==> src/rtl/msa_pkg.sv <==
package msa_pkg;

  typedef logic [7:0]  byte_t;
  typedef logic [15:0] word_t;
  typedef logic [16:0] side_t;
  typedef logic [1:0]  status_t;

  localparam status_t ST_DATA    = 2'd0;
  localparam status_t ST_REJECT  = 2'd1;
  localparam status_t ST_CORRUPT = 2'd2;

  localparam logic [3:0] PH_HEADER = 4'd0;
  localparam logic [3:0] PH_TLEN   = 4'd1;
  localparam logic [3:0] PH_RAW    = 4'd2;
  localparam logic [3:0] PH_PACKED = 4'd3;
  localparam logic [3:0] PH_RVAL   = 4'd4;
  localparam logic [3:0] PH_RHI    = 4'd5;
  localparam logic [3:0] PH_RLO    = 4'd6;
  localparam logic [3:0] PH_IDLE   = 4'd7;
  localparam logic [3:0] PH_MUL    = 4'd8;

  localparam logic [1:0] MP_SECB = 2'd0;
  localparam logic [1:0] MP_TRK  = 2'd1;
  localparam logic [1:0] MP_IMG  = 2'd2;

  localparam logic [3:0] HP_SEC_HI  = 4'd2;
  localparam logic [3:0] HP_SEC_LO  = 4'd3;
  localparam logic [3:0] HP_SIDE_HI = 4'd4;
  localparam logic [3:0] HP_SIDE_LO = 4'd5;
  localparam logic [3:0] HP_STRT_HI = 4'd6;
  localparam logic [3:0] HP_STRT_LO = 4'd7;
  localparam logic [3:0] HP_END_HI  = 4'd8;
  localparam logic [3:0] HP_END_LO  = 4'd9;

  localparam byte_t RUN_MARK = 8'hE5;

endpackage

==> src/rtl/msa_in_if.sv <==
interface msa_in_if
  import msa_pkg::*;
  ();
  logic  valid;
  logic  ready;
  byte_t in_byte;
  logic  in_last;

  modport source (output valid, output in_byte, output in_last, input ready);
  modport sink   (input valid, input in_byte, input in_last, output ready);
endinterface

==> src/rtl/msa_out_if.sv <==
interface msa_out_if
  import msa_pkg::*;
  ();
  logic    valid;
  logic    ready;
  byte_t   out_byte;
  word_t   repeat_count;
  logic    image_done;
  status_t status;
  word_t   sectors_per_track;
  side_t   side_count;
  word_t   final_track;

  modport source (output valid, output out_byte, output repeat_count, output image_done,
                  output status, output sectors_per_track, output side_count,
                  output final_track, input ready);
  modport sink   (input valid, input out_byte, input repeat_count, input image_done,
                  input status, input sectors_per_track, input side_count,
                  input final_track, output ready);
endinterface

==> src/rtl/msa_disk_image_rle_decoder_core.sv <==
// Streaming MSA disk-image decoder. Takes one byte of the packed file per cycle while not
// held off and gives at most one result per byte: a literal (repeat_count 1), a run (byte
// plus count, cut to the room left in the image), a completion marker (image_done, set on
// the last literal or run or on an empty result), or a status (1 rejected header, 2 corrupt
// or truncated). After the last byte of an accepted header the input stalls while one
// shift-add multiplier, one multiplier bit per cycle, forms sectors*SECTOR_BYTES,
// tracks*sides and the image size. At other times the input is held off only while a
// result waits in the output register and the output is not ready.
// State returns to reset after the byte marked in_last.
module msa_disk_image_rle_decoder_core
  import msa_pkg::*;
#(
  parameter int SECTOR_BYTES = 512
) (
  input  logic      clk,
  input  logic      rst_n,
  msa_in_if.sink    in_ch,
  msa_out_if.source out_ch
);

  localparam int SB_W   = $clog2(SECTOR_BYTES + 1);
  localparam int SECB_W = 16 + SB_W;
  localparam int MPL_W  = SECB_W;
  localparam int IMG_W  = 33 + SECB_W;

  logic [3:0]        phase_r, phase_nxt;
  logic [3:0]        hpos_r, hpos_nxt;
  word_t             sector_r, sector_nxt;
  side_t             side_r, side_nxt;
  word_t             end_r, end_nxt;
  logic              start_nz_r, start_nz_nxt;
  logic [32:0]       tracks_left_r, tracks_left_nxt;
  word_t             tbl_r, tbl_nxt;
  logic [IMG_W-1:0]  room_r, room_nxt;
  byte_t             run_val_r, run_val_nxt;
  byte_t             run_hi_r, run_hi_nxt;
  logic [SECB_W-1:0] secb_r, secb_nxt;
  logic [1:0]        mpass_r, mpass_nxt;
  logic [IMG_W-1:0]  mcand_r, mcand_nxt;
  logic [MPL_W-1:0]  mplier_r, mplier_nxt;
  logic [IMG_W-1:0]  acc_r, acc_nxt;

  logic              out_valid_r, out_valid_nxt;
  byte_t             o_byte_r;
  word_t             o_count_r;
  logic              o_done_r;
  status_t           o_status_r;
  word_t             o_sec_r;
  side_t             o_side_r;
  word_t             o_end_r;

  logic              accept;
  byte_t             b;
  logic              have;
  byte_t             r_byte;
  word_t             r_count;
  logic              r_done;
  status_t           r_status;
  logic              fin;
  status_t           st;
  word_t             len;
  word_t             tbl_dec;
  logic [32:0]       tl_dec;
  logic [IMG_W-1:0]  want;
  logic [IMG_W-1:0]  cnt;

  assign in_ch.ready = (phase_r != PH_MUL) && (!out_valid_r || out_ch.ready);
  assign accept      = in_ch.valid && in_ch.ready;
  assign b           = in_ch.in_byte;
  assign tbl_dec     = tbl_r - 16'd1;

  always_comb begin
    phase_nxt       = phase_r;
    hpos_nxt        = hpos_r;
    sector_nxt      = sector_r;
    side_nxt        = side_r;
    end_nxt         = end_r;
    start_nz_nxt    = start_nz_r;
    tracks_left_nxt = tracks_left_r;
    tbl_nxt         = tbl_r;
    room_nxt        = room_r;
    run_val_nxt     = run_val_r;
    run_hi_nxt      = run_hi_r;
    secb_nxt        = secb_r;
    mpass_nxt       = mpass_r;
    mcand_nxt       = mcand_r;
    mplier_nxt      = mplier_r;
    acc_nxt         = acc_r;
    have            = 1'b0;
    r_byte          = '0;
    r_count         = '0;
    r_done          = 1'b0;
    r_status        = ST_DATA;
    fin             = 1'b0;
    st              = ST_DATA;
    len             = tbl_r | word_t'(b);
    tl_dec          = '0;
    want            = IMG_W'({run_hi_r, b});
    cnt             = (want < room_r) ? want : room_r;

    // shared shift-add multiplier
    if (phase_r == PH_MUL) begin
      if (mplier_r == '0) begin
        acc_nxt = '0;
        case (mpass_r)
          MP_SECB: begin
            secb_nxt   = acc_r[SECB_W-1:0];
            mcand_nxt  = IMG_W'({1'b0, end_r} + 17'd1);
            mplier_nxt = MPL_W'(side_r);
            mpass_nxt  = MP_TRK;
          end
          MP_TRK: begin
            tracks_left_nxt = acc_r[32:0];
            mcand_nxt       = IMG_W'(acc_r[32:0]);
            mplier_nxt      = secb_r;
            mpass_nxt       = MP_IMG;
          end
          default: begin
            room_nxt  = acc_r;
            phase_nxt = PH_TLEN;
            hpos_nxt  = '0;
          end
        endcase
      end else begin
        if (mplier_r[0]) acc_nxt = acc_r + mcand_r;
        mcand_nxt  = mcand_r << 1;
        mplier_nxt = mplier_r >> 1;
      end
    end

    if (accept) begin
      case (phase_r)
        PH_HEADER: begin
          case (hpos_r)
            HP_SEC_HI:  sector_nxt = {b, 8'h00};
            HP_SEC_LO:  sector_nxt = sector_r | word_t'(b);
            HP_SIDE_HI: side_nxt = {1'b0, b, 8'h00};
            HP_SIDE_LO: side_nxt = (side_r | side_t'(b)) + 17'd1;
            HP_STRT_HI: start_nz_nxt = (b != 8'h00);
            HP_STRT_LO: if (b != 8'h00) start_nz_nxt = 1'b1;
            HP_END_HI:  end_nxt = {b, 8'h00};
            HP_END_LO:  end_nxt = end_r | word_t'(b);
            default: ;
          endcase
          if (hpos_r >= HP_END_LO) begin
            hpos_nxt = '0;
            if (start_nz_nxt || end_nxt == '0) begin
              st = ST_REJECT;
            end else begin
              mcand_nxt  = IMG_W'(sector_nxt);
              mplier_nxt = MPL_W'(SECTOR_BYTES);
              acc_nxt    = '0;
              mpass_nxt  = MP_SECB;
              phase_nxt  = PH_MUL;
            end
          end else begin
            hpos_nxt = hpos_r + 4'd1;
          end
        end
        PH_TLEN: begin
          if (hpos_r == '0) begin
            tbl_nxt  = {b, 8'h00};
            hpos_nxt = 4'd1;
          end else begin
            hpos_nxt = '0;
            tbl_nxt  = len;
            if (SECB_W'(len) == secb_r) begin
              if (IMG_W'(len) > room_r) st = ST_CORRUPT;
              else if (len == '0) fin = 1'b1;
              else phase_nxt = PH_RAW;
            end else if (len == '0) begin
              fin = 1'b1;
            end else begin
              phase_nxt = PH_PACKED;
            end
          end
        end
        PH_RAW: begin
          have     = 1'b1;
          r_byte   = b;
          r_count  = 16'd1;
          room_nxt = room_r - IMG_W'(1);
          tbl_nxt  = tbl_dec;
          if (tbl_dec == '0) fin = 1'b1;
        end
        PH_PACKED: begin
          if (room_r == '0) begin
            st = ST_CORRUPT;
          end else if (b == RUN_MARK) begin
            tbl_nxt   = tbl_dec;
            phase_nxt = PH_RVAL;
          end else begin
            have     = 1'b1;
            r_byte   = b;
            r_count  = 16'd1;
            room_nxt = room_r - IMG_W'(1);
            tbl_nxt  = tbl_dec;
            if (tbl_dec == '0) fin = 1'b1;
          end
        end
        PH_RVAL: begin
          run_val_nxt = b;
          phase_nxt   = PH_RHI;
        end
        PH_RHI: begin
          run_hi_nxt = b;
          phase_nxt  = PH_RLO;
        end
        PH_RLO: begin
          room_nxt = room_r - cnt;
          if (cnt != '0) begin
            have    = 1'b1;
            r_byte  = run_val_r;
            r_count = cnt[15:0];
          end
          tbl_nxt = (tbl_r >= 16'd3) ? (tbl_r - 16'd3) : 16'd0;
          if (tbl_nxt == '0) fin = 1'b1;
          else phase_nxt = PH_PACKED;
        end
        default: ;
      endcase

      if (fin) begin
        tl_dec          = (tracks_left_r != '0) ? (tracks_left_r - 33'd1) : tracks_left_r;
        tracks_left_nxt = tl_dec;
        if (tl_dec == '0) begin
          phase_nxt = PH_IDLE;
          have      = 1'b1;
          r_done    = 1'b1;
        end else begin
          phase_nxt = PH_TLEN;
          hpos_nxt  = '0;
        end
      end

      if (in_ch.in_last && phase_nxt != PH_IDLE && st == ST_DATA) st = ST_CORRUPT;

      if (st != ST_DATA) begin
        have      = 1'b1;
        r_byte    = '0;
        r_count   = '0;
        r_done    = 1'b0;
        r_status  = st;
        phase_nxt = PH_IDLE;
      end
    end
  end

  always_comb begin
    out_valid_nxt = out_valid_r;
    if (out_valid_r && out_ch.ready) out_valid_nxt = 1'b0;
    if (accept && have) out_valid_nxt = 1'b1;
  end

  always_ff @(posedge clk) begin
    if (!rst_n || (accept && in_ch.in_last)) begin
      phase_r       <= PH_HEADER;
      hpos_r        <= '0;
      sector_r      <= '0;
      side_r        <= '0;
      end_r         <= '0;
      start_nz_r    <= 1'b0;
      tracks_left_r <= '0;
      tbl_r         <= '0;
      room_r        <= '0;
      run_val_r     <= '0;
      run_hi_r      <= '0;
      secb_r        <= '0;
      mpass_r       <= MP_SECB;
    end else begin
      phase_r       <= phase_nxt;
      hpos_r        <= hpos_nxt;
      sector_r      <= sector_nxt;
      side_r        <= side_nxt;
      end_r         <= end_nxt;
      start_nz_r    <= start_nz_nxt;
      tracks_left_r <= tracks_left_nxt;
      tbl_r         <= tbl_nxt;
      room_r        <= room_nxt;
      run_val_r     <= run_val_nxt;
      run_hi_r      <= run_hi_nxt;
      secb_r        <= secb_nxt;
      mpass_r       <= mpass_nxt;
    end
  end

  always_ff @(posedge clk) begin
    if (!rst_n) begin
      out_valid_r <= 1'b0;
    end else begin
      out_valid_r <= out_valid_nxt;
    end
  end

  always_ff @(posedge clk) begin
    mcand_r  <= mcand_nxt;
    mplier_r <= mplier_nxt;
    acc_r    <= acc_nxt;
    if (accept && have) begin
      o_byte_r   <= r_byte;
      o_count_r  <= r_count;
      o_done_r   <= r_done;
      o_status_r <= r_status;
      o_sec_r    <= sector_nxt;
      o_side_r   <= side_nxt;
      o_end_r    <= end_nxt;
    end
  end

  assign out_ch.valid             = out_valid_r;
  assign out_ch.out_byte          = o_byte_r;
  assign out_ch.repeat_count      = o_count_r;
  assign out_ch.image_done        = o_done_r;
  assign out_ch.status            = o_status_r;
  assign out_ch.sectors_per_track = o_sec_r;
  assign out_ch.side_count        = o_side_r;
  assign out_ch.final_track       = o_end_r;

endmodule
==> src/flat_wrapper.sv <==
// flat-port wrapper written by rule: the top's interface ports become plain ports
module msa_disk_image_rle_decoder_core_flat import msa_pkg::*;
#(
  parameter int SECTOR_BYTES = 512
)
  (clk, rst_n, in_ch_valid, in_ch_in_byte, in_ch_in_last, in_ch_ready, out_ch_valid, out_ch_out_byte, out_ch_repeat_count, out_ch_image_done, out_ch_status, out_ch_sectors_per_track, out_ch_side_count, out_ch_final_track, out_ch_ready);
  msa_in_if in_ch_i ();
  msa_out_if out_ch_i ();
  input  logic clk;
  input  logic rst_n;
  input wire logic [$bits(in_ch_i.valid)-1:0] in_ch_valid;
  input wire logic [$bits(in_ch_i.in_byte)-1:0] in_ch_in_byte;
  input wire logic [$bits(in_ch_i.in_last)-1:0] in_ch_in_last;
  output wire logic [$bits(in_ch_i.ready)-1:0] in_ch_ready;
  output wire logic [$bits(out_ch_i.valid)-1:0] out_ch_valid;
  output wire logic [$bits(out_ch_i.out_byte)-1:0] out_ch_out_byte;
  output wire logic [$bits(out_ch_i.repeat_count)-1:0] out_ch_repeat_count;
  output wire logic [$bits(out_ch_i.image_done)-1:0] out_ch_image_done;
  output wire logic [$bits(out_ch_i.status)-1:0] out_ch_status;
  output wire logic [$bits(out_ch_i.sectors_per_track)-1:0] out_ch_sectors_per_track;
  output wire logic [$bits(out_ch_i.side_count)-1:0] out_ch_side_count;
  output wire logic [$bits(out_ch_i.final_track)-1:0] out_ch_final_track;
  input wire logic [$bits(out_ch_i.ready)-1:0] out_ch_ready;
  assign in_ch_i.valid = in_ch_valid;
  assign in_ch_i.in_byte = in_ch_in_byte;
  assign in_ch_i.in_last = in_ch_in_last;
  assign in_ch_ready = in_ch_i.ready;
  assign out_ch_valid = out_ch_i.valid;
  assign out_ch_out_byte = out_ch_i.out_byte;
  assign out_ch_repeat_count = out_ch_i.repeat_count;
  assign out_ch_image_done = out_ch_i.image_done;
  assign out_ch_status = out_ch_i.status;
  assign out_ch_sectors_per_track = out_ch_i.sectors_per_track;
  assign out_ch_side_count = out_ch_i.side_count;
  assign out_ch_final_track = out_ch_i.final_track;
  assign out_ch_i.ready = out_ch_ready;
  msa_disk_image_rle_decoder_core #(.SECTOR_BYTES(SECTOR_BYTES)) u_core (.clk(clk), .rst_n(rst_n), .in_ch(in_ch_i), .out_ch(out_ch_i));
endmodule
==> config.mk <==
export PLATFORM = sky130hd
export DESIGN_NAME = msa_disk_image_rle_decoder_core_flat
export DESIGN_NICKNAME = d
export VERILOG_FILES = /design/src/rtl/msa_pkg.sv /design/src/rtl/msa_in_if.sv /design/src/rtl/msa_out_if.sv /design/src/rtl/msa_disk_image_rle_decoder_core.sv /design/src/flat_wrapper.sv
export SDC_FILE = /design/constraint.sdc
export NUM_CORES = 1
export LEC_CHECK = 0
export ABC_CLOCK_PERIOD_IN_PS = 8900
export BUFFER_PORTS_ARGS = -buffer_cell sky130_fd_sc_hd__buf_2
export CORE_MARGIN = 5
export CORE_UTILIZATION = 35
export CTS_BUF_LIST = sky130_fd_sc_hd__clkbuf_16
export DETAILED_ROUTE_END_ITERATION = 8
export PLACE_DENSITY = 0.5
export SLEW_MARGIN = 20
export SYNTH_ARGS = -nofsm -noshare
export SYNTH_HDL_FRONTEND = slang
export SYNTH_SLANG_ARGS = --single-unit
==> constraint.sdc <==
create_clock -name clk -period 8.9 [get_ports clk]
set_clock_uncertainty 0.2 [all_clocks]
set_input_delay 1.335 -clock clk [delete_from_list [all_inputs] [get_ports clk]]
set_output_delay 1.335 -clock clk [all_outputs]
set_load 0.01 [all_outputs]
After elaboration in Yosys (flattened, before gate mapping)
Cells that the tools add are included.
{"block": "word_totals", "output_inout_bits": 78, "wordCells": 230, "regBits": 431, "inputBits": 13}
{"block": "op_classes", "mux": 128, "n_eq_ne": 21, "magnitude_cmp": 4, "n_addsub": 9, "n_reduce_logical": 38, "bitwise": 6}
{"operator": "59-bit two-way mux", "count": 20}
{"operator": "33-bit two-way mux", "count": 6}
{"operator": "59-bit one-hot mux with 3 select lines", "count": 1}
{"operator": "16-bit two-way mux", "count": 11}
{"operator": "26-bit two-way mux", "count": 6}
{"operator": "59-bit one-hot mux with 2 select lines", "count": 1}
{"operator": "4-bit two-way mux", "count": 24}
{"operator": "16-bit logical NOT", "count": 4}
{"operator": "16-bit one-hot mux with 2 select lines", "count": 2}
{"operator": "16-bit one-hot mux with 4 select lines", "count": 1}
{"operator": "59-bit adder", "count": 1}
{"operator": "16-bit by 59-bit > comparator with 1-bit output", "count": 1}
{"operator": "59-bit logical NOT", "count": 1}
{"operator": "16-bit by 59-bit less-than comparator with 1-bit output", "count": 1}
{"operator": "59-bit nonzero test", "count": 1}
{"operator": "59-bit by 1-bit subtractor with 59-bit output (second input constant)", "count": 1}
{"operator": "59-bit subtractor", "count": 1}
{"operator": "26-bit one-hot mux with 2 select lines", "count": 1}
{"operator": "16-bit by 8-bit bitwise OR with 16-bit output", "count": 3}
{"operator": "16-bit one-hot mux with 3 select lines", "count": 1}
{"operator": "17-bit two-way mux", "count": 2}
{"operator": "17-bit one-hot mux with 2 select lines", "count": 1}
{"operator": "33-bit logical NOT", "count": 1}
{"operator": "33-bit nonzero test", "count": 1}
{"operator": "45 further kinds", "count": 113}

Depth between registers and ports, before layout
Gate-level depths: netlist (run 1).
{"block": "logic_depth", "depth_word": 22, "mapped_depth": 23, "depth_no_buf": 19}

Worst setup path after synthesis (run 1)
Ideal clock, no wire load.
{"block": "synth_path", "path_type": "input -> register", "from": "input in_ch_in_byte[4]", "to": "register u_core.o_end_r[0] (netlist: u_core.out_ch.final_track[0]) (enable)", "path_stages": 13, "n_path_buf": 1, "required_ns": 8.165, "setup_ns": 0.535, "slack_ns": 0.641, "t_arrival_ns": 7.524, "cell_sequence": "clkbuf_1 > nor2_1 > inv_1 > ha_1 > a21o_1 > nand3_1 > a21oi_1 > o31ai_1 > a21oi_1 > or4b_2 > a211oi_1 > o31ai_1 > a21oi_1"}
{"block": "synth_between", "elab_chain_cells": 20, "elab_cells_between_ends": 62, "classes_between": "order compare: 2; eq/ne: 3; mux: 45; bitwise: 2; reduce/logical: 10"}
{"element": "from (decl)", "line_no": "flat_wrapper.sv:12", "source": "input wire logic [$bits(in_ch_i.in_byte)-1:0] in_ch_in_byte;"}
{"element": "parallel branches: the longest is 17 deep, another holds 16-bit by 59-bit > comparator with 1-bit output"}
{"element": "1-bit two-way mux (*)", "line_no": "msa_disk_image_rle_decoder_core.sv:238", "source": "if (st != ST_DATA) begin"}
{"element": "1-bit two-way mux (*)", "line_no": "msa_disk_image_rle_decoder_core.sv:131", "source": "if (accept) begin"}
{"element": "1-bit logical AND (*)", "line_no": "msa_disk_image_rle_decoder_core.sv:299", "source": "if (accept && have) begin"}
{"element": "to (signal assigned)", "line_no": "msa_disk_image_rle_decoder_core.sv:306", "source": "o_end_r <= end_nxt;"}
{"element": "to (decl)", "line_no": "msa_disk_image_rle_decoder_core.sv:50", "source": "word_t o_end_r;"}
Mark *: on every way between the ends. The select of a mux whose other input is x is not followed.
A chain may end at the register's enable or synchronous reset.

Worst setup path in the final report (run 1)
{"block": "layout_path", "from": "register u_core.room_r[19]", "to": "register u_core.room_r[57]"}
{"block": "layout_between", "elab_chain_cells": 5, "elab_cells_between_ends": 9, "classes_between": "add/sub: 2; order compare: 1; mux: 5; reduce/logical: 1"}
{"element": "from (decl)", "line_no": "msa_disk_image_rle_decoder_core.sv:34", "source": "logic [IMG_W-1:0] room_r, room_nxt;"}
{"element": "from (signal assigned)", "line_no": "msa_disk_image_rle_decoder_core.sv:279", "source": "room_r <= room_nxt;"}
{"element": "16-bit by 59-bit less-than comparator with 1-bit output or 59-bit by 1-bit subtractor with 59-bit output (tied branches)", "line_no": "msa_disk_image_rle_decoder_core.sv:99, msa_disk_image_rle_decoder_core.sv:182, msa_disk_image_rle_decoder_core.sv:196"}
{"element": "59-bit two-way mux, on equally long branches", "line_no": "msa_disk_image_rle_decoder_core.sv:99, msa_disk_image_rle_decoder_core.sv:189"}
{"element": "59-bit subtractor or 59-bit two-way mux (tied branches)", "line_no": "msa_disk_image_rle_decoder_core.sv:210, msa_disk_image_rle_decoder_core.sv:187"}
{"element": "59-bit one-hot mux with 3 select lines (*)", "line_no": "msa_disk_image_rle_decoder_core.sv:132", "source": "case (phase_r)"}
{"element": "59-bit two-way mux (*)", "line_no": "msa_disk_image_rle_decoder_core.sv:131"}
Every way passes the cells marked *; elsewhere a longest branch is shown, timed or not.

==> results of run 1 <==
==> kinds of logic after synthesis <==
logic type,count (synthesis)
buffers and inverters,308
XOR/XNOR,130
adder cells (fa/ha/maj),116
AND/OR/NAND/NOR,1383
AO/OA/AOI/OAI,1129
multiplexers,50
flip-flops,431
==> layout by cell type (no fill, tap or decap), types with 28 or more instances in the layout <==
cell and count:
sky130_fd_sc_hd__a22oi_1 118, sky130_fd_sc_hd__a221oi_1 31, sky130_fd_sc_hd__a211oi_1 37, sky130_fd_sc_hd__o211ai_1 30, sky130_fd_sc_hd__a21o_1 61, sky130_fd_sc_hd__nor4_1 71, sky130_fd_sc_hd__nor3_1 105, sky130_fd_sc_hd__a21oi_1 326
sky130_fd_sc_hd__nand2_1 333, sky130_fd_sc_hd__and3_1 41, sky130_fd_sc_hd__nand3_1 102, sky130_fd_sc_hd__or3_1 29, sky130_fd_sc_hd__o21ai_0 191, sky130_fd_sc_hd__buf_4 61, sky130_fd_sc_hd__nand4_1 35, sky130_fd_sc_hd__and2_1 48
sky130_fd_sc_hd__a222oi_1 28, sky130_fd_sc_hd__a31oi_1 51, sky130_fd_sc_hd__inv_1 71, sky130_fd_sc_hd__buf_2 90, sky130_fd_sc_hd__mux2i_1 44, sky130_fd_sc_hd__xor2_1 49, sky130_fd_sc_hd__xnor2_1 81, sky130_fd_sc_hd__o22ai_1 34
sky130_fd_sc_hd__nor2_1 439, sky130_fd_sc_hd__clkbuf_16 54, sky130_fd_sc_hd__edfxtp_1 76, sky130_fd_sc_hd__dfxtp_1 355, sky130_fd_sc_hd__ha_1 114
==> sequential cells by signal, summed over array words and instances, names as in the netlist, 2 cells and up <==
name	flops
u_core.tbl_r	16
u_core.out_ch.final_track	16
u_core.out_ch.sectors_per_track	16
u_core.end_r	16
u_core.room_r	59
u_core.out_ch.side_count	17
u_core.mpass_r	2
u_core.mcand_r	59
u_core.secb_r	26
u_core.run_hi_r	8
u_core.out_ch.repeat_count	16
u_core.hpos_r	4
u_core.acc_r	59
u_core.mplier_r	26
u_core.phase_r	4
u_core.run_val_r	8
u_core.tracks_left_r	33
u_core.out_ch.out_byte	8
u_core.out_ch.status	2
u_core.side_r	17
u_core.sector_r	16
==> cell type report <==
class                           instances  area [um^2]  share of cell area
Inverter                               63          236             0.00764
Tap cell                             1050         1310              0.0425
Clock inverter                         45          409              0.0132
Sequential cell                       431         9390               0.303
Multi-Input combinational cell       2808        17300               0.560
Timing Repair Buffer                  151          908              0.0294
Clock buffer                           54         1350              0.0437
==> metal layers <==
metal	GRT usage	up-vias
li1	-	13100
met1	0.349	13600
met2	0.376	1157
met3	0.0345	205
met4	0.0748	0
met5	0	-
==> report_power, final <==
part | switching (W) | total, W | internal, W | leakage (nW)
Clock | 0.000938 | 0.00221 | 0.00128 | 0.897
Sequential | 0.000198 | 0.00232 | 0.00212 | 3.66
Combinational | 0.00125 | 0.00197 | 0.000719 | 7.59
==> worst paths after layout <==
| path | startpoint | end | slack [ns] | depth (start not counted) |
|---|---|---|---|---|
| setup / recovery | u_core.room_r[19]$_SDFF_PP0_ | u_core.room_r[57]$_SDFF_PP0_ | 2.51 | 18 |
| hold reg to reg | u_core.secb_r[24]$_SDFFE_PP0P_ | u_core.secb_r[24]$_SDFFE_PP0P_ | 0.27 | 2 |
| setup reg to reg | u_core.room_r[19]$_SDFF_PP0_ | u_core.room_r[57]$_SDFF_PP0_ | 2.51 | 18 |
| hold / removal | u_core.secb_r[24]$_SDFFE_PP0P_ | u_core.secb_r[24]$_SDFFE_PP0P_ | 0.27 | 2 |
==> through the flow <==
step | instances | total power (W) | hold WS (ns) | worst slack [ns]
5_1_grt | 4602 | 0.00681 | 0.297 | 2.19
2_1_floorplan | 3547 | 0.00369 | 0.234 | 0.641
3_5_place_dp | 4503 | 0.00427 | 0.269 | 2.29
6_report | 4602 | 0.00650 | 0.274 | 2.51
4_1_cts | 4602 | 0.00650 | 0.277 | 2.53
3_3_place_gp | 4503 | 0.00428 | 0.263 | 2.31
==> worst min-delay path: cells and delay by family (launching register included) <==
kind | cells | cell delay (ns)
AOI/OAI and AO/OA | 1 | 0.05
DFF | 1 | 0.32
and+or+nand+nor | 1 | 0.06
==> reports/summary.log, run 1 <==
[global_route] largest net degree at the start of global routing 82
[floorplanning] number of rows in the core area 103
[global_route] number of antenna violations at the first check in global routing 0
[placed_design] HPWL Detailed 77.9 mm
[global_route] number of global-route vias before repair 26000
[sta] RSZ-0062 raised after global routing no
[detailed_routing] final wirelength 109 mm
[synth] synthesized net count 3675
[layout] diodes inserted 0
[layout] share of final-layout standard cells stronger than drive strength 1 0.0850
[detailed_routing] Top Layer Used met4
[sta] max-slew violation count 0
[synth] most used flip-flop cell after synthesis sky130_fd_sc_hd__dfxtp_1
[clock_network] buffers inserted during post-CTS setup optimization 0
[clock_network] hold buffer count at cts 0
[synth] Synth area leaders sky130_fd_sc_hd__dfxtp_1 26%, sky130_fd_sc_hd__edfxtp_1 8.2%, sky130_fd_sc_hd__nor2_1 6.0%, sky130_fd_sc_hd__a21oi_1 5.9%, sky130_fd_sc_hd__ha_1 5.1%
[clock_network] Clock Latency Late Sink 0.64 ns
[synth] Synth async-reset ratio 0
[critical_path] Req. time, crit path 9.25 ns
[detailed_routing] amount of wire on met2 after detailed routing 47.8 mm
[synth] Post-synth top cells 441 x sky130_fd_sc_hd__nor2_1, 355 x sky130_fd_sc_hd__dfxtp_1, 334 x sky130_fd_sc_hd__nand2_1
[synth] cell type with the highest aggregate area in the netlist sky130_fd_sc_hd__dfxtp_1
[power_and_ir_drop] leakage dissipation 12.1 nW
[floorplanning] die outline area 0.0852 mm^2
[placed_design] post-detailed-placement cell area 0.0292 mm^2
[clock_network] H-tree depth reported by CTS 2
[placed_design] gp weighted congestion 0.915
[sta] post-route clock period utilization 0.717
[synth] count leader, synth sky130_fd_sc_hd__nor2_1
[synth] number of instances in the synthesized netlist 3547
[synth] Post-synth EDFFs 76
[sta] final-report setup violation count 0
[power_and_ir_drop] worst-case vdd ir drop 0.000170 V
[global_route] Remaining Overflow, GRT 0
[critical_path] start-to-end type of the worst setup path flip-flop to flip-flop
[synth] count of warnings emitted by yosys 0
[floorplanning] Starting Density 0.353
[synth] area share of xor/xnor cells in the synthesized design 0.0410
[layout] Area Growth Syn to Fin 11.3%
[critical_path] buffers plus inverters on the worst setup path 2
[clock_network] Longest Clk Path Bufs 3
[detailed_routing] post-detailed-route via-to-cell ratio 6.10
[layout] cell area after layout 0.0309 mm^2
[floorplanning] Die Width 292 um
[global_route] first-pass GRT wire length 165 mm
[power_and_ir_drop] Power Density 210 mW/mm^2
[layout] count of fill cells added during filler insertion 8225
[floorplanning] area inside the core boundary 0.0789 mm^2
[synth] synthesis-stage register bit count 431
[critical_path] cells traversed along the worst timing path or4_4 -> nor4_2 -> nand3_1 -> nor3_1 -> a21oi_2 -> buf_4 -> a21oi_1 -> ha_1 -> a21oi_1 -> nor2_1 -> nor2_1 -> nor2_1 -> a2111oi_0 -> buf_4 -> o211ai_4 -> or4b_1 -> a31o_1 -> a21oi_2
[detailed_routing] drt pass-1 iters 8
[detailed_routing] routed vias 28100
[clock_network] Resize count post-CTS 0
[critical_path] critical path launch point type flip-flop
[synth] cell area after synthesis 0.0278 mm^2
[synth] Avg Synthesized Cell Area 7.84 um^2
[detailed_routing] detailed-route DRC error count 0
[synth] main combinational cell family by area after synthesis compound AO/OA/AOI/OAI gates
[critical_path] category of the worst setup path capture point flip-flop
[synth] area share of the largest cell type after synthesis 0.256
[layout] Core Util, Final 0.392
[detailed_routing] Detail Route met3 WL 7.69 mm
[synth] compound-gate portion of the synthesized area 0.267
[clock_network] clock transition at the registers of the reported paths 0.06 ns
[critical_path] master of the slowest instance on the critical path sky130_fd_sc_hd__nor4_2
[sta] worst max-slew margin expressed relative to the limit 0.286
[sta] Fmax achieved 157 MHz
[clock_network] root buf cell sky130_fd_sc_hd__clkbuf_16
[clock_network] Inserted Clock Buffers 53
[synth] adder-cell area share of the yosys netlist 0.0524
[worst_hold_path] class of the tightest hold or removal check flip-flop to flip-flop
[synth] Simple-Gate Fraction of Synth Area 0.241
[critical_path] largest stage delay on the critical path 0.62 ns
[floorplanning] Die Y 292 um
[sta] shortest clock period the worst path allows after layout 6.39 ns
[synth] Yosys cell types 98
[sta] Hold Violations, Final 0
[synth] multiplexer fraction of the synthesized cell area 0.0183
[detailed_routing] length of routed wiring on met1 49.8 mm
[clock_network] clock net sink count 431
[placed_design] number of I/O port buffers 90
[detailed_routing] number of DRC markers after the initial detailed-route iteration 3133
[critical_path] most numerous cell on the critical path sky130_fd_sc_hd__nor2_1
[flow_run] max-cap violations 0
[synth] portion of the post-synthesis area used by sequential elements 0.338
[detailed_routing] number of antenna-violating nets in the routed design 0
[detailed_routing] per-cell routed wire length 23.7 um
[sta] setup_tns 0 ns
[floorplanning] # IOs 91
[layout] final net count 3636
[critical_path] largest driver fanout on the critical path 24
[critical_path] kind of cell adding the most delay to the critical path simple AND/OR/NAND/NOR gates
[sta] Worst Tran Pin Value 1.07 ns
[status] result of the run completed
[critical_path] arrival time at the worst endpoint 6.74 ns
[global_route] gr usage total 0.242
[clock_network] clock tree from TritonCTS done
No activity file was read; power rests on OpenSTA's default activity.
==> inputs of run 2 (changes only) <==
Settings changed: ABC_AREA set to 1, ABC_CLOCK_PERIOD_IN_PS 8900 to 6000.
Clock period 8.9 ns to 6 ns, I/O delays scaled along.
==> run 2 against run 1 <==
Net effect:
- core utilization is 0.12 points lower
- first-iteration DRC count increased by 12%
- cell area is 14% higher
- clock power grew 56%
- worst setup slack worse by 1.5 ns
- critical path type unchanged
- critical endpoint is now u_core.room_r[56]$_SDFF_PP0_
- largest power group is now the clock network
==> reports/summary.log, run 2 <==
[floorplanning] die outline area 0.0965 mm^2 [+13%]
[power_and_ir_drop] worst-case vdd ir drop 0.000231 V [+35%]
[power_and_ir_drop] total design power 0.00911 W [+40%]
[synth] Avg Synthesized Cell Area 6.36 um^2 [-19%]
[power_and_ir_drop] leakage dissipation 16.9 nW [+39%]
[layout] Area Growth Syn to Fin 11.2%
[placed_design] gp weighted congestion 0.978 [+6.9%]
[clock_network] root buf cell sky130_fd_sc_hd__clkbuf_16
[critical_path] arrival time at the worst endpoint 5.33 ns [-1.41 ns]
[power_and_ir_drop] P_int 0.00571 W [+39%]
[power_and_ir_drop] combinational power share 0.273 [-0.030]
[clock_network] buffers inserted during post-CTS setup optimization 0 [unchanged]
[synth] Post-synth top cells 1078 x sky130_fd_sc_hd__nand2_1, 704 x sky130_fd_sc_hd__inv_1, 559 x sky130_fd_sc_hd__nor2_1
[clock_network] hold buffer count at cts 0 [unchanged]
[floorplanning] Starting Density 0.352 [-0.000573]
[power_and_ir_drop] Power Density 259 mW/mm^2 [+23%]
[power_and_ir_drop] switching power of the nets 0.00340 W [+43%]
[sta] Fmax achieved 202 MHz [+29%]
[sta] worst setup margin 1.05 ns [-1.46 ns]
[synth] Synth area leaders sky130_fd_sc_hd__dfxtp_1 22%, sky130_fd_sc_hd__nand2_1 13%, sky130_fd_sc_hd__inv_1 8.4%, sky130_fd_sc_hd__edfxtp_1 7.2%, sky130_fd_sc_hd__o21ai_0 6.7%
[status] result of the run completed
[sta] Hold Violations, Final 0 [unchanged]
[synth] Synth async-reset ratio 0 [unchanged]
[synth] portion of the post-synthesis area used by sequential elements 0.297 [-0.0409]
[detailed_routing] post-detailed-route via-to-cell ratio 5.46 [-11%]
[global_route] number of antenna violations at the first check in global routing 9 [+9]
[clock_network] clock tree from TritonCTS done
[layout] cell area after layout 0.0352 mm^2 [+14%]
[sta] Worst Tran Pin Value 1.10 ns [+0.0348 ns]
[sta] setup_tns 0 ns [unchanged]
[detailed_routing] detailed-route DRC error count 0 [unchanged]
[critical_path] category of the worst setup path capture point flip-flop
[detailed_routing] final wirelength 130 mm [+19%]
[synth] cell area after synthesis 0.0316 mm^2 [+14%]
[clock_network] Longest Clk Path Bufs 3 [unchanged]
[layout] leading cell types in the layout, fill and taps excluded 1075 x sky130_fd_sc_hd__nand2_1, 710 x sky130_fd_sc_hd__inv_1, 552 x sky130_fd_sc_hd__nor2_1, 423 x sky130_fd_sc_hd__o21ai_0, 410 x sky130_fd_sc_hd__a21oi_1
[sta] RSZ-0062 raised after global routing no
[power_and_ir_drop] register share of total power 0.348 [-0.008]
[synth] synthesized net count 5100 [+39%]
[floorplanning] area inside the core boundary 0.0899 mm^2 [+14%]
[floorplanning] Die Y 311 um [+6.4%]
[floorplanning] # IOs 91 [unchanged]
[synth] count leader, synth sky130_fd_sc_hd__nand2_1
[global_route] largest net degree at the start of global routing 130 [+59%]
[power_and_ir_drop] switching portion of total power 0.374 [+0.00651]
[synth] area share of the largest cell type after synthesis 0.225 [-0.0309]
[detailed_routing] drt pass-1 iters 6 [-2]
[sta] post-route clock period utilization 0.825 [+0.107]
[worst_hold_path] class of the tightest hold or removal check flip-flop to flip-flop
[floorplanning] Die Width 311 um [+6.4%]
[placed_design] worst setup timing slack at the placement stage 0.799 ns [-1.49 ns]
[synth] count of warnings emitted by yosys 0 [unchanged]
[global_route] gr usage total 0.257 [+0.0149]
[global_route] number of global-route vias before repair 31300 [+20%]
[layout] most common cell after layout, fill and taps aside sky130_fd_sc_hd__nand2_1
[detailed_routing] number of antenna-violating nets in the routed design 0 [unchanged]
[sta] shortest clock period the worst path allows after layout 4.95 ns [-1.44 ns]
[critical_path] Req. time, crit path 6.38 ns [-2.87 ns]
[clock_network] Clock Latency Late Sink 0.68 ns [+0.04 ns]
[layout] registers with the most flip-flops u_core.acc_r: 59 flops, u_core.mcand_r: 59 flops, u_core.room_r: 59 flops
[critical_path] critical path launch point type flip-flop
[clock_network] clock net sink count 431 [unchanged]
[flow_run] max-cap violations 0 [unchanged]
[clock_network] H-tree depth reported by CTS 2 [unchanged]
[detailed_routing] per-cell routed wire length 21.0 um [-12%]
[clock_network] clock transition at the registers of the reported paths 0.06 ns [about the same]
[sta] final-report setup violation count 0 [unchanged]
[layout] final net count 5111 [+41%]
[layout] count of fill cells added during filler insertion 9912 [+21%]
[placed_design] number of I/O port buffers 90 [unchanged]
[synth] cell type with the highest aggregate area in the netlist sky130_fd_sc_hd__dfxtp_1
[global_route] first-pass GRT wire length 196 mm [+19%]
[critical_path] largest driver fanout on the critical path 29 [+21%]
[detailed_routing] number of DRC markers after the initial detailed-route iteration 3494 [+12%]
[critical_path] start-to-end type of the worst setup path flip-flop to flip-flop
[synth] most used flip-flop cell after synthesis sky130_fd_sc_hd__dfxtp_1
[sta] worst max-slew margin expressed relative to the limit 0.259 [-0.0272]
[detailed_routing] routed vias 33900 [+21%]
[clock_network] Resize count post-CTS 0 [unchanged]
[sta] max-slew violation count 0 [unchanged]
[layout] share of final-layout standard cells stronger than drive strength 1 0.0738 [-0.0113]
[synth] synthesis-stage register bit count 431 [unchanged]
[placed_design] HPWL Detailed 97.9 mm [+26%]
[synth] Yosys cell types 68 [-31%]
[global_route] Remaining Overflow, GRT 0 [unchanged]
[clock_network] Inserted Clock Buffers 54 [+1.9%]
[placed_design] post-detailed-placement cell area 0.0333 mm^2 [+14%]
[floorplanning] number of rows in the core area 110 [+6.8%]
[synth] number of instances in the synthesized netlist 4972 [+40%]
[power_and_ir_drop] portion of total power attributed to the clock network 0.379 [+0.038]
[synth] Post-synth EDFFs 76 [unchanged]
## run 2: cell type report
| cell class | instances | area, um^2 | share of cell area |
|---|---|---|---|
| clock inverter | 46 | 438 | 0.0125 |
| antenna | 1 | 2.50 | 0.0000712 |
| clock buffer | 56 | 1400 | 0.0399 |
| timing repair buffer | 146 | 921 | 0.0262 |
| multi-input combinational | 3616 | 18800 | 0.534 |
| tap | 1176 | 1470 | 0.0418 |
| sequential | 431 | 9390 | 0.267 |
| inverter | 734 | 2760 | 0.0785 |
## run 2: power groups by stage
stage / Combinational [W] / Sequential (W) / Clock [W]
after CTS: 0.00244 / 0.00316 / 0.00354
final: 0.00249 / 0.00317 / 0.00345
after global routing: 0.00275 / 0.00317 / 0.00364
after floorplan: 0.00171 / 0.00318 / 0
after detailed placement: 0.00243 / 0.00323 / 0
after global placement: 0.00243 / 0.00323 / 0
## run 2: worst paths after layout
| path | from | end | slack [ns] | depth (start not counted) |
|---|---|---|---|---|
| worst min register to register | u_core.sector_r[9]$_SDFF_PP0_ | u_core.sector_r[9]$_SDFF_PP0_ | 0.28 | 2 |
| worst max register to register | u_core.room_r[43]$_SDFF_PP0_ | u_core.room_r[56]$_SDFF_PP0_ | 1.05 | 19 |
| worst max-delay path | u_core.room_r[43]$_SDFF_PP0_ | u_core.room_r[56]$_SDFF_PP0_ | 1.05 | 19 |
| worst min-delay path | u_core.sector_r[9]$_SDFF_PP0_ | u_core.sector_r[9]$_SDFF_PP0_ | 0.28 | 2 |
## run 2: worst max-delay path, stage by stage (launching register included)
cell                      delay (ns)
sky130_fd_sc_hd__dfxtp_1        0.38
sky130_fd_sc_hd__inv_1          0.15
sky130_fd_sc_hd__nand2_1        0.13
sky130_fd_sc_hd__nor2_2         0.16
sky130_fd_sc_hd__nand2_1        0.17
sky130_fd_sc_hd__nor4_4         0.51
sky130_fd_sc_hd__nand2_2        0.48
sky130_fd_sc_hd__o21ai_0        0.47
sky130_fd_sc_hd__ha_1           0.37
sky130_fd_sc_hd__a21oi_1        0.16
sky130_fd_sc_hd__inv_1          0.07
sky130_fd_sc_hd__a21oi_1        0.11
sky130_fd_sc_hd__inv_1          0.09
sky130_fd_sc_hd__a21oi_1        0.44
sky130_fd_sc_hd__inv_1          0.09
sky130_fd_sc_hd__nor2_1         0.48
sky130_fd_sc_hd__nand3_1        0.14
sky130_fd_sc_hd__nand2_1        0.09
sky130_fd_sc_hd__nand3_1        0.06
sky130_fd_sc_hd__a21oi_1        0.13
## run 2: cell families after synthesis
logic type / Yosys count / share of synthesized area
XOR/XNOR: 110 / 0.0305
AND/OR/NAND/NOR: 2182 / 0.294
adder cells (fa/ha/maj): 115 / 0.0457
AO/OA/AOI/OAI: 1209 / 0.221
flip-flops: 431 / 0.297
buffers and inverters: 925 / 0.113
## run 2: layer usage
metal	up-vias	track usage	share of wire
li1	16600	-	-
met1	15900	0.376	0.47
met2	1182	0.396	0.43
met3	195	0.0379	0.074
met4	4	0.0684	0.028
met5	-	0	0.00019
## run 2: stage by stage
| step | util | instances | hold slack, ns |
|---|---|---|---|
| final | 0.391 | 6206 | 0.284 |
| after global routing | 0.391 | 6205 | 0.298 |
| after CTS | 0.391 | 6205 | 0.270 |
| after detailed placement | 0.371 | 6103 | 0.278 |
| after global placement | 0.371 | 6103 | 0.273 |
| after floorplan | - | 4972 | 0.249 |
